--- config.mk ---
export PLATFORM = sky130hd
export DESIGN_NAME = battery_drain_rate_monitor
export DESIGN_NICKNAME = d
export VERILOG_FILES = /design/src/rtl/drdm_pkg.sv /design/src/rtl/drdm_ram.sv /design/src/rtl/drdm_front.sv /design/src/rtl/drdm_fifo.sv /design/src/rtl/drdm_div.sv /design/src/rtl/drdm_back.sv /design/src/rtl/battery_drain_rate_monitor.sv
export SDC_FILE = /design/constraint.sdc
export NUM_CORES = 2
export LEC_CHECK = 0
export CAP_MARGIN = 30
export CORE_UTILIZATION = 32
export DETAILED_ROUTE_END_ITERATION = 8
export DONT_BUFFER_PORTS = 1
export REMOVE_ABC_BUFFERS = 1
export SKIP_CTS_REPAIR_TIMING = 1
export SKIP_LAST_GASP = 1
export SLEW_MARGIN = 15
export SYNTH_ARGS = -nofsm -noshare
export SYNTH_HDL_FRONTEND = slang
export SYNTH_SLANG_ARGS = --single-unit
--- constraint.sdc ---
create_clock -name clk -period 18.3 [get_ports clk]
set_input_delay 0.915 -clock clk [delete_from_list [all_inputs] [get_ports clk]]
set_output_delay 0.915 -clock clk [all_outputs]
set_load 0.02 [all_outputs]
--- src/rtl/drdm_pkg.sv ---
// Package for the battery drain-rate monitor: field widths, limits, register
// indexes and the job record passed from the front end to the back end.
// No dependencies.
package drdm_pkg;

  // Default sizing, used as the defaults of the top level parameters.
  localparam int CHANNELS_DEF = 3;
  localparam int WINDOW_DEF   = 10;

  // Field widths fixed by the interface.
  localparam int CH_W      = 2;
  localparam int LEVEL_W   = 14;
  localparam int TIME_W    = 32;
  localparam int RATE_W    = 24;
  localparam int CRIT_W    = 14;
  localparam int EST_W     = 14;

  // Limits and scale.
  localparam int unsigned LEVEL_MAX  = 10000;
  localparam int unsigned RATE_SCALE = 1000;

  // Divider: 24-bit dividend, 31-bit divisor, two quotient bits a cycle.
  localparam int NUMER_W    = RATE_W;
  localparam int DIV_W      = TIME_W - 1;
  localparam int STEP_W     = 4;
  localparam int RATE_STEPS = NUMER_W / 2;
  localparam int EST_STEPS  = LEVEL_W / 2;
  localparam int PAD_W      = NUMER_W - LEVEL_W;

  // Work queue between front and back end (power of two).
  localparam int QUEUE_DEPTH = 2;

  // Configuration registers.
  localparam int CFG_IDX_W  = 1;
  localparam int CFG_DATA_W = 24;
  localparam logic [CFG_IDX_W-1:0] CFG_DRAIN_THRESHOLD = 1'd0;
  localparam logic [CFG_IDX_W-1:0] CFG_CRITICAL_LEVEL  = 1'd1;
  localparam logic [RATE_W-1:0]    DRAIN_THRESHOLD_RST = 24'd150;
  localparam logic [CRIT_W-1:0]    CRITICAL_LEVEL_RST  = 14'd2500;

  typedef struct packed {
    logic [CH_W-1:0]    ch;
    logic               rate_valid;
    logic               do_rate;
    logic [LEVEL_W-1:0] level;
    logic [NUMER_W-1:0] numer;
    logic [DIV_W-1:0]   elapsed;
  } job_t;

endpackage

--- src/rtl/drdm_ram.sv ---
// Generic single write port / single read port RAM with registered read.
// No dependencies.
module drdm_ram #(
  parameter int WIDTH = 8,
  parameter int DEPTH = 16
) (
  input  logic                     clk,
  input  logic                     wr_en,
  input  logic [$clog2(DEPTH)-1:0] wr_addr,
  input  logic [WIDTH-1:0]         wr_data,
  input  logic                     rd_en,
  input  logic [$clog2(DEPTH)-1:0] rd_addr,
  output logic [WIDTH-1:0]         rd_data
);

  logic [WIDTH-1:0] mem [DEPTH];

  always_ff @(posedge clk) begin
    if (wr_en) begin
      mem[wr_addr] <= wr_data;
    end
    if (rd_en) begin
      rd_data <= mem[rd_addr];
    end
  end

endmodule

--- src/rtl/drdm_front.sv ---
// Front end: accepts samples, updates the per-channel ring windows and builds
// the job record for the back end. Uses drdm_pkg and drdm_ram.
module drdm_front #(
  parameter int CHANNELS = drdm_pkg::CHANNELS_DEF,
  parameter int WINDOW   = drdm_pkg::WINDOW_DEF
) (
  input  logic                         clk,
  input  logic                         rst_n,
  input  logic                         in_valid,
  output logic                         in_stall,
  input  logic [drdm_pkg::CH_W-1:0]    in_channel,
  input  logic [drdm_pkg::LEVEL_W-1:0] in_battery_level,
  input  logic [drdm_pkg::TIME_W-1:0]  in_timestamp_ms,
  output logic                         q_push,
  input  logic                         q_full,
  output drdm_pkg::job_t               q_job
);

  localparam int CH_IW = (CHANNELS > 1) ? $clog2(CHANNELS) : 1;
  localparam int FW    = $clog2(WINDOW + 1);
  localparam int PW    = $clog2(WINDOW);
  localparam int AW    = $clog2(CHANNELS * WINDOW);
  localparam int EW    = drdm_pkg::TIME_W + drdm_pkg::LEVEL_W;

  logic [FW-1:0] fill_r [CHANNELS];
  logic [PW-1:0] old_r  [CHANNELS];

  logic                         s1_valid_r;
  logic [drdm_pkg::CH_W-1:0]    s1_ch_r;
  logic                         s1_in_range_r;
  logic                         s1_rate_valid_r;
  logic [drdm_pkg::LEVEL_W-1:0] s1_level_r;
  logic [drdm_pkg::TIME_W-1:0]  s1_time_r;

  logic                         accept;
  logic                         in_range;
  logic [CH_IW-1:0]             ch_idx;
  logic [drdm_pkg::LEVEL_W-1:0] level_sat;
  logic [FW-1:0]                fill;
  logic [PW-1:0]                old;
  logic [PW:0]                  pos_sum;
  logic [PW-1:0]                wpos;
  logic [PW-1:0]                old_nxt;
  logic [FW-1:0]                fill_nxt;
  logic [AW-1:0]                base;
  logic                         wr_en;
  logic [EW-1:0]                rd_data;
  logic [drdm_pkg::TIME_W-1:0]  t0;
  logic [drdm_pkg::LEVEL_W-1:0] l0;
  logic [drdm_pkg::TIME_W-1:0]  diff;
  logic [drdm_pkg::LEVEL_W-1:0] drop;

  assign in_stall = s1_valid_r && q_full;
  assign accept   = in_valid && !in_stall;
  assign q_push   = s1_valid_r && !q_full;

  assign in_range  = (32'(in_channel) < CHANNELS);
  assign ch_idx    = CH_IW'(in_channel);
  assign level_sat = (in_battery_level > drdm_pkg::LEVEL_W'(drdm_pkg::LEVEL_MAX)) ?
                     drdm_pkg::LEVEL_W'(drdm_pkg::LEVEL_MAX) : in_battery_level;

  assign fill    = fill_r[ch_idx];
  assign old     = old_r[ch_idx];
  assign pos_sum = {1'b0, old} + (PW+1)'(fill);

  // Full window overwrites the oldest entry and advances it; otherwise append.
  always_comb begin
    if (fill == FW'(WINDOW)) begin
      wpos     = old;
      old_nxt  = (old == PW'(WINDOW - 1)) ? '0 : PW'(old + 1'b1);
      fill_nxt = fill;
    end else begin
      wpos     = (pos_sum >= (PW+1)'(WINDOW)) ? PW'(pos_sum - (PW+1)'(WINDOW)) : PW'(pos_sum);
      old_nxt  = old;
      fill_nxt = FW'(fill + 1'b1);
    end
  end

  assign base  = AW'(32'(ch_idx) * WINDOW);
  assign wr_en = accept && in_range;

  // Read and write addresses differ whenever the read entry is used.
  drdm_ram #(
    .WIDTH (EW),
    .DEPTH (CHANNELS * WINDOW)
  ) u_win_ram (
    .clk     (clk),
    .wr_en   (wr_en),
    .wr_addr (AW'(base + AW'(wpos))),
    .wr_data ({in_timestamp_ms, level_sat}),
    .rd_en   (wr_en),
    .rd_addr (AW'(base + AW'(old_nxt))),
    .rd_data (rd_data)
  );

  always_ff @(posedge clk) begin
    if (!rst_n) begin
      s1_valid_r <= 1'b0;
      for (int i = 0; i < CHANNELS; i++) begin
        fill_r[i] <= '0;
        old_r[i]  <= '0;
      end
    end else begin
      if (accept) begin
        s1_valid_r <= 1'b1;
      end else if (q_push) begin
        s1_valid_r <= 1'b0;
      end
      if (wr_en) begin
        fill_r[ch_idx] <= fill_nxt;
        old_r[ch_idx]  <= old_nxt;
      end
    end
  end

  always_ff @(posedge clk) begin
    if (accept) begin
      s1_ch_r         <= in_channel;
      s1_in_range_r   <= in_range;
      s1_rate_valid_r <= in_range && (fill_nxt >= FW'(2));
      s1_level_r      <= level_sat;
      s1_time_r       <= in_timestamp_ms;
    end
  end

  assign t0   = rd_data[EW-1:drdm_pkg::LEVEL_W];
  assign l0   = rd_data[drdm_pkg::LEVEL_W-1:0];
  assign diff = s1_time_r - t0;
  assign drop = l0 - s1_level_r;

  // Clock wrap: elapsed time is the modular difference read as signed.
  always_comb begin
    q_job.ch         = s1_ch_r;
    q_job.rate_valid = s1_rate_valid_r;
    q_job.do_rate    = s1_in_range_r && s1_rate_valid_r && (diff != '0) &&
                       !diff[drdm_pkg::TIME_W-1] && (l0 > s1_level_r);
    q_job.level      = s1_level_r;
    q_job.numer      = drdm_pkg::NUMER_W'(drop) *
                       drdm_pkg::NUMER_W'(drdm_pkg::RATE_SCALE);
    q_job.elapsed    = diff[drdm_pkg::DIV_W-1:0];
  end

endmodule

--- src/rtl/drdm_fifo.sv ---
// Short job queue between the front and back ends.
// Uses drdm_pkg (job_t, QUEUE_DEPTH).
module drdm_fifo (
  input  logic           clk,
  input  logic           rst_n,
  input  logic           push,
  input  drdm_pkg::job_t push_data,
  output logic           full,
  input  logic           pop,
  output logic           valid,
  output drdm_pkg::job_t pop_data
);

  localparam int QW = $clog2(drdm_pkg::QUEUE_DEPTH);
  localparam int CW = $clog2(drdm_pkg::QUEUE_DEPTH + 1);

  drdm_pkg::job_t entry_r [drdm_pkg::QUEUE_DEPTH];
  logic [QW-1:0]  wr_ptr_r;
  logic [QW-1:0]  rd_ptr_r;
  logic [CW-1:0]  count_r;

  assign full     = (count_r == CW'(drdm_pkg::QUEUE_DEPTH));
  assign valid    = (count_r != '0);
  assign pop_data = entry_r[rd_ptr_r];

  always_ff @(posedge clk) begin
    if (!rst_n) begin
      wr_ptr_r <= '0;
      rd_ptr_r <= '0;
      count_r  <= '0;
    end else begin
      if (push) begin
        wr_ptr_r <= QW'(wr_ptr_r + 1'b1);
      end
      if (pop) begin
        rd_ptr_r <= QW'(rd_ptr_r + 1'b1);
      end
      if (push && !pop) begin
        count_r <= CW'(count_r + 1'b1);
      end else if (pop && !push) begin
        count_r <= CW'(count_r - 1'b1);
      end
    end
  end

  always_ff @(posedge clk) begin
    if (push) begin
      entry_r[wr_ptr_r] <= push_data;
    end
  end

endmodule

--- src/rtl/drdm_div.sv ---
// Shared restoring divider, two quotient bits per cycle.
// Uses drdm_pkg for widths. Quotient lands in the low 2*steps bits.
module drdm_div (
  input  logic                         clk,
  input  logic                         rst_n,
  input  logic                         start,
  input  logic [drdm_pkg::NUMER_W-1:0] dividend,
  input  logic [drdm_pkg::DIV_W-1:0]   divisor,
  input  logic [drdm_pkg::STEP_W-1:0]  steps,
  output logic                         done,
  output logic [drdm_pkg::NUMER_W-1:0] quotient
);

  logic                         busy_r;
  logic                         done_r;
  logic [drdm_pkg::STEP_W-1:0]  cnt_r;
  logic [drdm_pkg::DIV_W-1:0]   rem_r;
  logic [drdm_pkg::DIV_W-1:0]   dvs_r;
  logic [drdm_pkg::NUMER_W-1:0] dq_r;

  logic [drdm_pkg::DIV_W:0]     trial1;
  logic [drdm_pkg::DIV_W:0]     trial2;
  logic                         ge1;
  logic                         ge2;
  logic [drdm_pkg::DIV_W-1:0]   rem1;
  logic [drdm_pkg::DIV_W-1:0]   rem2;

  always_comb begin
    trial1 = {rem_r, dq_r[drdm_pkg::NUMER_W-1]};
    ge1    = (trial1 >= {1'b0, dvs_r});
    rem1   = ge1 ? drdm_pkg::DIV_W'(trial1 - {1'b0, dvs_r}) : drdm_pkg::DIV_W'(trial1);
    trial2 = {rem1, dq_r[drdm_pkg::NUMER_W-2]};
    ge2    = (trial2 >= {1'b0, dvs_r});
    rem2   = ge2 ? drdm_pkg::DIV_W'(trial2 - {1'b0, dvs_r}) : drdm_pkg::DIV_W'(trial2);
  end

  always_ff @(posedge clk) begin
    if (!rst_n) begin
      busy_r <= 1'b0;
      done_r <= 1'b0;
    end else begin
      done_r <= busy_r && (cnt_r == drdm_pkg::STEP_W'(1));
      if (start) begin
        busy_r <= 1'b1;
      end else if (busy_r && (cnt_r == drdm_pkg::STEP_W'(1))) begin
        busy_r <= 1'b0;
      end
    end
  end

  always_ff @(posedge clk) begin
    if (start) begin
      dq_r  <= dividend;
      rem_r <= '0;
      dvs_r <= divisor;
      cnt_r <= steps;
    end else if (busy_r) begin
      dq_r  <= {dq_r[drdm_pkg::NUMER_W-3:0], ge1, ge2};
      rem_r <= rem2;
      cnt_r <= drdm_pkg::STEP_W'(cnt_r - 1'b1);
    end
  end

  assign done     = done_r;
  assign quotient = dq_r;

endmodule

--- src/rtl/drdm_back.sv ---
// Back end: runs rate and time estimates through the shared divider and holds
// the result register. Uses drdm_pkg and drdm_div.
module drdm_back (
  input  logic                            clk,
  input  logic                            rst_n,
  input  logic                            q_valid,
  input  drdm_pkg::job_t                  q_job,
  output logic                            q_pop,
  input  logic [drdm_pkg::RATE_W-1:0]     drain_threshold,
  input  logic [drdm_pkg::CRIT_W-1:0]     critical_level,
  output logic                            out_valid,
  input  logic                            out_stall,
  output logic [drdm_pkg::CH_W-1:0]       out_source_channel,
  output logic                            out_rate_valid,
  output logic [drdm_pkg::RATE_W-1:0]     out_drain_rate,
  output logic                            out_high_drain,
  output logic                            out_estimate_finite,
  output logic [drdm_pkg::EST_W-1:0]      out_seconds_to_critical,
  output logic [drdm_pkg::EST_W-1:0]      out_seconds_to_depletion
);

  typedef enum logic [2:0] {
    ST_IDLE,
    ST_RATE,
    ST_CRIT,
    ST_DEP,
    ST_DONE
  } state_t;

  state_t                       state_r;
  drdm_pkg::job_t               job_r;
  logic [drdm_pkg::RATE_W-1:0]  rate_r;
  logic [drdm_pkg::EST_W-1:0]   tcrit_r;
  logic [drdm_pkg::EST_W-1:0]   tdep_r;
  logic                         div_start_r;
  logic [drdm_pkg::NUMER_W-1:0] div_dvd_r;
  logic [drdm_pkg::DIV_W-1:0]   div_dvs_r;
  logic [drdm_pkg::STEP_W-1:0]  div_steps_r;
  logic                         out_valid_r;

  logic                         div_start_nxt;
  logic                         div_done;
  logic [drdm_pkg::NUMER_W-1:0] div_quo;
  logic [drdm_pkg::LEVEL_W-1:0] above_crit;

  drdm_div u_div (
    .clk      (clk),
    .rst_n    (rst_n),
    .start    (div_start_r),
    .dividend (div_dvd_r),
    .divisor  (div_dvs_r),
    .steps    (div_steps_r),
    .done     (div_done),
    .quotient (div_quo)
  );

  assign q_pop      = (state_r == ST_IDLE) && q_valid;
  assign above_crit = job_r.level - critical_level;

  // Divider kicks off for a new rate job, after a nonzero rate, and after the
  // time to critical.
  assign div_start_nxt = ((state_r == ST_IDLE) && q_valid && q_job.do_rate) ||
                         ((state_r == ST_RATE) && div_done && (div_quo != '0)) ||
                         ((state_r == ST_CRIT) && div_done);

  // Rate is at most 10000 * 1000 and the estimates at most 10000, so no
  // saturation stage is needed.
  always_ff @(posedge clk) begin
    if (!rst_n) begin
      state_r     <= ST_IDLE;
      div_start_r <= 1'b0;
      out_valid_r <= 1'b0;
    end else begin
      div_start_r <= div_start_nxt;
      if ((state_r == ST_DONE) && (!out_valid_r || !out_stall)) begin
        out_valid_r <= 1'b1;
      end else if (!out_stall) begin
        out_valid_r <= 1'b0;
      end
      unique case (state_r)
        ST_IDLE: begin
          if (q_valid) begin
            job_r <= q_job;
            if (q_job.do_rate) begin
              div_dvd_r   <= q_job.numer;
              div_dvs_r   <= q_job.elapsed;
              div_steps_r <= drdm_pkg::STEP_W'(drdm_pkg::RATE_STEPS);
              state_r     <= ST_RATE;
            end else begin
              rate_r  <= '0;
              tcrit_r <= '0;
              tdep_r  <= '0;
              state_r <= ST_DONE;
            end
          end
        end
        ST_RATE: begin
          if (div_done) begin
            rate_r  <= div_quo;
            tcrit_r <= '0;
            tdep_r  <= '0;
            if (div_quo == '0) begin
              state_r <= ST_DONE;
            end else begin
              div_dvs_r   <= drdm_pkg::DIV_W'(div_quo);
              div_steps_r <= drdm_pkg::STEP_W'(drdm_pkg::EST_STEPS);
              if (job_r.level > critical_level) begin
                div_dvd_r <= {above_crit, {drdm_pkg::PAD_W{1'b0}}};
                state_r   <= ST_CRIT;
              end else begin
                div_dvd_r <= {job_r.level, {drdm_pkg::PAD_W{1'b0}}};
                state_r   <= ST_DEP;
              end
            end
          end
        end
        ST_CRIT: begin
          if (div_done) begin
            tcrit_r   <= div_quo[drdm_pkg::EST_W-1:0];
            div_dvd_r <= {job_r.level, {drdm_pkg::PAD_W{1'b0}}};
            state_r   <= ST_DEP;
          end
        end
        ST_DEP: begin
          if (div_done) begin
            tdep_r  <= div_quo[drdm_pkg::EST_W-1:0];
            state_r <= ST_DONE;
          end
        end
        ST_DONE: begin
          if (!out_valid_r || !out_stall) begin
            out_source_channel       <= job_r.ch;
            out_rate_valid           <= job_r.rate_valid;
            out_drain_rate           <= rate_r;
            out_high_drain           <= job_r.rate_valid && (rate_r > drain_threshold);
            out_estimate_finite      <= (rate_r != '0);
            out_seconds_to_critical  <= tcrit_r;
            out_seconds_to_depletion <= tdep_r;
            state_r                  <= ST_IDLE;
          end
        end
        default: begin
          state_r <= ST_IDLE;
        end
      endcase
    end
  end

  assign out_valid = out_valid_r;

endmodule

--- src/rtl/battery_drain_rate_monitor.sv ---
// Battery drain-rate monitor, top level: config registers, front end, job
// queue and back end. Uses drdm_pkg, drdm_front, drdm_fifo and drdm_back.
// Path from accept to result: front-end sample register, job queue, back end
// (idle, then the rate, time-to-critical and time-to-empty divisions as
// needed, then done) and result register. The back end holds one item at a
// time and runs the shared 2-bit-per-cycle divider up to three times per item.
// Reset (rst_n low, synchronous) empties every window, the queue and the
// result register, and loads threshold 150 and critical level 2500.
module battery_drain_rate_monitor #(
  parameter int CHANNELS = drdm_pkg::CHANNELS_DEF,
  parameter int WINDOW   = drdm_pkg::WINDOW_DEF
) (
  input  logic                            clk,
  input  logic                            rst_n,
  input  logic                            in_valid,
  output logic                            in_stall,
  input  logic [drdm_pkg::CH_W-1:0]       in_channel,
  input  logic [drdm_pkg::LEVEL_W-1:0]    in_battery_level,
  input  logic [drdm_pkg::TIME_W-1:0]     in_timestamp_ms,
  output logic                            out_valid,
  input  logic                            out_stall,
  output logic [drdm_pkg::CH_W-1:0]       out_source_channel,
  output logic                            out_rate_valid,
  output logic [drdm_pkg::RATE_W-1:0]     out_drain_rate,
  output logic                            out_high_drain,
  output logic                            out_estimate_finite,
  output logic [drdm_pkg::EST_W-1:0]      out_seconds_to_critical,
  output logic [drdm_pkg::EST_W-1:0]      out_seconds_to_depletion,
  input  logic                            cfg_valid,
  output logic                            cfg_ready,
  input  logic [drdm_pkg::CFG_IDX_W-1:0]  cfg_index,
  input  logic [drdm_pkg::CFG_DATA_W-1:0] cfg_data
);

  logic [drdm_pkg::RATE_W-1:0] drain_threshold_r;
  logic [drdm_pkg::CRIT_W-1:0] critical_level_r;

  logic           q_push;
  logic           q_full;
  logic           q_pop;
  logic           q_valid;
  drdm_pkg::job_t front_job;
  drdm_pkg::job_t back_job;

  assign cfg_ready = 1'b1;

  always_ff @(posedge clk) begin
    if (!rst_n) begin
      drain_threshold_r <= drdm_pkg::DRAIN_THRESHOLD_RST;
      critical_level_r  <= drdm_pkg::CRITICAL_LEVEL_RST;
    end else if (cfg_valid && cfg_ready) begin
      unique case (cfg_index)
        drdm_pkg::CFG_DRAIN_THRESHOLD: drain_threshold_r <= cfg_data[drdm_pkg::RATE_W-1:0];
        drdm_pkg::CFG_CRITICAL_LEVEL:  critical_level_r  <= cfg_data[drdm_pkg::CRIT_W-1:0];
        default: begin
        end
      endcase
    end
  end

  drdm_front #(
    .CHANNELS (CHANNELS),
    .WINDOW   (WINDOW)
  ) u_front (
    .clk              (clk),
    .rst_n            (rst_n),
    .in_valid         (in_valid),
    .in_stall         (in_stall),
    .in_channel       (in_channel),
    .in_battery_level (in_battery_level),
    .in_timestamp_ms  (in_timestamp_ms),
    .q_push           (q_push),
    .q_full           (q_full),
    .q_job            (front_job)
  );

  drdm_fifo u_fifo (
    .clk       (clk),
    .rst_n     (rst_n),
    .push      (q_push),
    .push_data (front_job),
    .full      (q_full),
    .pop       (q_pop),
    .valid     (q_valid),
    .pop_data  (back_job)
  );

  drdm_back u_back (
    .clk                      (clk),
    .rst_n                    (rst_n),
    .q_valid                  (q_valid),
    .q_job                    (back_job),
    .q_pop                    (q_pop),
    .drain_threshold          (drain_threshold_r),
    .critical_level           (critical_level_r),
    .out_valid                (out_valid),
    .out_stall                (out_stall),
    .out_source_channel       (out_source_channel),
    .out_rate_valid           (out_rate_valid),
    .out_drain_rate           (out_drain_rate),
    .out_high_drain           (out_high_drain),
    .out_estimate_finite      (out_estimate_finite),
    .out_seconds_to_critical  (out_seconds_to_critical),
    .out_seconds_to_depletion (out_seconds_to_depletion)
  );

`ifndef SYNTHESIS
  a_no_rate_when_invalid: assert property (@(posedge clk) disable iff (!rst_n)
    out_valid && !out_rate_valid |-> out_drain_rate == '0)
    else $error("drain rate set without a valid window");

  a_high_needs_rate: assert property (@(posedge clk) disable iff (!rst_n)
    out_valid && out_high_drain |-> out_rate_valid && out_estimate_finite)
    else $error("high drain flagged without a nonzero rate");

  a_infinite_estimates: assert property (@(posedge clk) disable iff (!rst_n)
    out_valid && !out_estimate_finite |->
      out_seconds_to_critical == '0 && out_seconds_to_depletion == '0)
    else $error("estimates set while rate is zero");

  a_crit_before_empty: assert property (@(posedge clk) disable iff (!rst_n)
    out_valid |-> out_seconds_to_critical <= out_seconds_to_depletion)
    else $error("time to critical exceeds time to depletion");
`endif

endmodule

==> out/results.txt <==
clk sinks = 1969
required time of the worst setup path = 18.85 ns
GRT Residual Overflow = 0
Avg Cell Area, Syn = 17.3 um2
CP max-delay cell = xor2_1
Post-synth ARST share = 0
Clock Path Buffers = 3
hpwl dp = 133 mm
share of the synthesized area in the top cell type = 0.674
clock insertion delay at the later pin of the skew report = 0.85 ns
Finish-stage setup viols = 0
Port Buffers = 0
Initial Utilization = 0.323
H-tree depth = 4
Crit. End Element = flip-flop
clock root cell = clkbuf_16
final core utilization = 0.368
Die H = 515 um
post-synth top area cell = edfxtp_1
mapped cell area = 0.0840 mm2
Routed WL = 213 mm
Worst Setup Slack, final = 11.58 ns
Fmax = 0.149 GHz
sequential area share after synthesis = 0.694
placed cell areas = 0.0891 mm2
CTS buffer count = 197
setup_tns = 0 ns
CP max FO = 5
RSZ-0062 raised after global routing = no
finished layout cell area = 0.0957 mm2
Multi-input gate area = 0.0245 mm2
Most used DFF post-synth = edfxtp_1
ranking of synthesized cells by area = edfxtp_1 67%, mux4_2 11%, ha_1 3.1%, dfxtp_1 2.0%, nand2_1 1.5%
status = complete, no violations
pin count of the biggest net entering global routing = 111
vias in the first global route = 44500
CP top delay family = adder cells
most used cell, CP = fa_1
Yosys reg bits = 1969
Max VDD drop = 0.570 mV
fin crit share = 0.367
Tot GR Track Use = 0.160
CP max stage delay = 0.56 ns
die area = 0.265 mm2
Worst Tran Pin Value = 1.08 ns
row count = 187
Worst-path clk slew = 0.06 ns
worst min-delay path category = in -> reg
Slew Viols, Final = 0
final period demand of the worst path = 6.72 ns
cell count after synthesis = 4857
Core ar. = 0.260 mm2
DR vias = 44600
maxcap violations = 0
vias per std cell = 5.16
Layout area overhead = 13.9%
startpoint types = flip-flop
TritonRoute pass-1 iters = 5
Critical Path AT = 7.27 ns
Layout Skew = 0.0588 ns
first-pass GRT wire length = 312 mm
Distinct cells, synth = 81
NumNets Final = 5302
Lkg Pwr = 31.7 nW
gpl congestion = 0.846
CTS tree = yes
worst setup path class = reg -> reg
# DRC = 0
crit path buf inv count = 3
Setup WS pre-CTS = 11.37 ns
# IOs = 138
DR iter-0 viols = 4375
YS warnings = 0
antenna violations before repair = 14
layout cells sized above 1 = 0.193
Die X = 515 um
Slew HR = 0.282
CP cell instances = inv_1 -> ha_1 -> fa_1 -> nor2b_1 -> o21ai_0 -> a21boi_1 -> o21ai_0 -> a21oi_1 -> a211oi_1 -> nor3_1 -> xor2_1 -> inv_1 -> fa_1 -> fa_1 -> inv_1 -> fa_1 -> ha_1 -> ha_1 -> a21o_1 -> a21o_1 -> a31o_2 -> a21oi_1 -> xnor2_1
Post-synth EDFFs = 1887
filler instances = 23900
pwr/cell area = 201 mW/mm2
Seq. cell area = 0.0583 mm2
ANT nets after route = 0
WL/cell = 24.7 um
Hold Vio Cnt, Final = 0
## Yosys cell counts (31+ instances only)
cell type and count:
nand2_1 345, a21o_1 52, a21boi_0 35, edfxtp_1 1887, o21ai_0 55, clkbuf_1 146, mux2i_1 71, buf_2 36
ha_1 206, fa_1 45, nor3_1 51, dfxtp_1 82, xnor2_1 104, o21bai_1 38, a21oi_1 146, nand3_1 43
nor2b_1 31, mux4_2 422, nor2_1 223, nand2b_1 32, mux2_2 93, and2_1 77, inv_1 227, xor2_1 36
nand4_1 35
## sequential cells by signal, indices dropped and copies added, names as in the netlist, 21 cells and up, named ones only
| register | flops |
|---|---|
| u_back.rate_r | 24 |
| u_back.u_div.rem_r | 31 |
| u_back.div_dvs_r | 31 |
| u_front.s1_time_r | 32 |
| drain_threshold_r | 24 |
| u_fifo.entry_r | 140 |
| u_back.out_drain_rate | 24 |
| u_back.u_div.quotient | 24 |
| u_front.u_win_ram.mem | 1380 |
| u_front.u_win_ram.rd_data | 46 |
| u_back.u_div.dvs_r | 31 |
| u_back.div_dvd_r | 21 |
## cell families after synthesis
logic type,Yosys count,synth area share
AOI/OAI and AO/OA,544,0.0435
xor gates and xnor gates,141,0.0149
adders and majority gates,252,0.0415
buffers and inverters,425,0.0197
DFF,1969,0.694
muxes,589,0.134
other,2,0.0000894
and+or+nand+nor,935,0.0522
## report_power, final
part           switching [mW]  internal, mW
clock network            1.76          2.30
registers               0.256          6.24
logic                    5.08          3.62
## per-layer routing
metal	share of wire	routed length, um	track usage	up-vias
met5	0.000061	13	0	-
met4	0.018	3810	0.0359	2
met3	0.061	13100	0.0246	248
met2	0.48	102000	0.260	1419
met1	0.44	94600	0.226	23600
li1	-	-	-	19300
## cell type report
cell class / count / share of cell area
multi-input cells: 2470 / 0.256
flip-flops and latches: 1969 / 0.609
well taps: 3496 / 0.0457
clock buffers: 239 / 0.0538
inverters: 230 / 0.00910
diodes: 3 / 0.0000784
repair buffers: 105 / 0.0119
clock inverters: 129 / 0.0147
## cells in the final DEF, fill, tap and decap left out, types with 38 or more instances in the layout
| master | count |
|---|---|
| edfxtp_1 | 1887 |
| mux4_2 | 422 |
| nand2_1 | 345 |
| inv_1 | 226 |
| ha_1 | 205 |
| clkbuf_16 | 199 |
| nor2_1 | 190 |
| a21oi_1 | 145 |
| xnor2_1 | 102 |
| mux2_2 | 93 |
| dfxtp_1 | 79 |
| buf_4 | 78 |
| and2_1 | 77 |
| mux2i_1 | 71 |
| o21ai_0 | 55 |
| a21o_1 | 52 |
| nor3_1 | 50 |
| clkinv_2 | 49 |
| fa_1 | 44 |
| nand3_1 | 43 |
| o21bai_1 | 38 |
| clkbuf_1 | 38 |
## path summary, 6_finish.rpt
kind / depth (start not counted) / slack (ns) / end / startpoint
max: 23 / 11.58 / u_fifo.entry_r[0][50] / u_front.u_win_ram.rd_data[0]
min: 0 / 0.16 / u_front.u_win_ram.mem[6][37] / in_timestamp_ms[23]
max reg2reg: 23 / 11.58 / u_fifo.entry_r[0][50] / u_front.u_win_ram.rd_data[0]
min reg2reg: 0 / 0.42 / u_back.u_div.dvs_r[0] / u_back.div_dvs_r[0]
## metrics by stage
step,hold WS [ns],std cells,power [mW]
finish,0.160,8641,19.3
global route,0.0999,8640,20.5
floorplan,0.400,4669,13.2
detailed placement,0.405,8266,15.3
CTS,0.0968,8634,19.4
global placement,0.403,8243,15.1
Power figures use the tool's default switching activity.
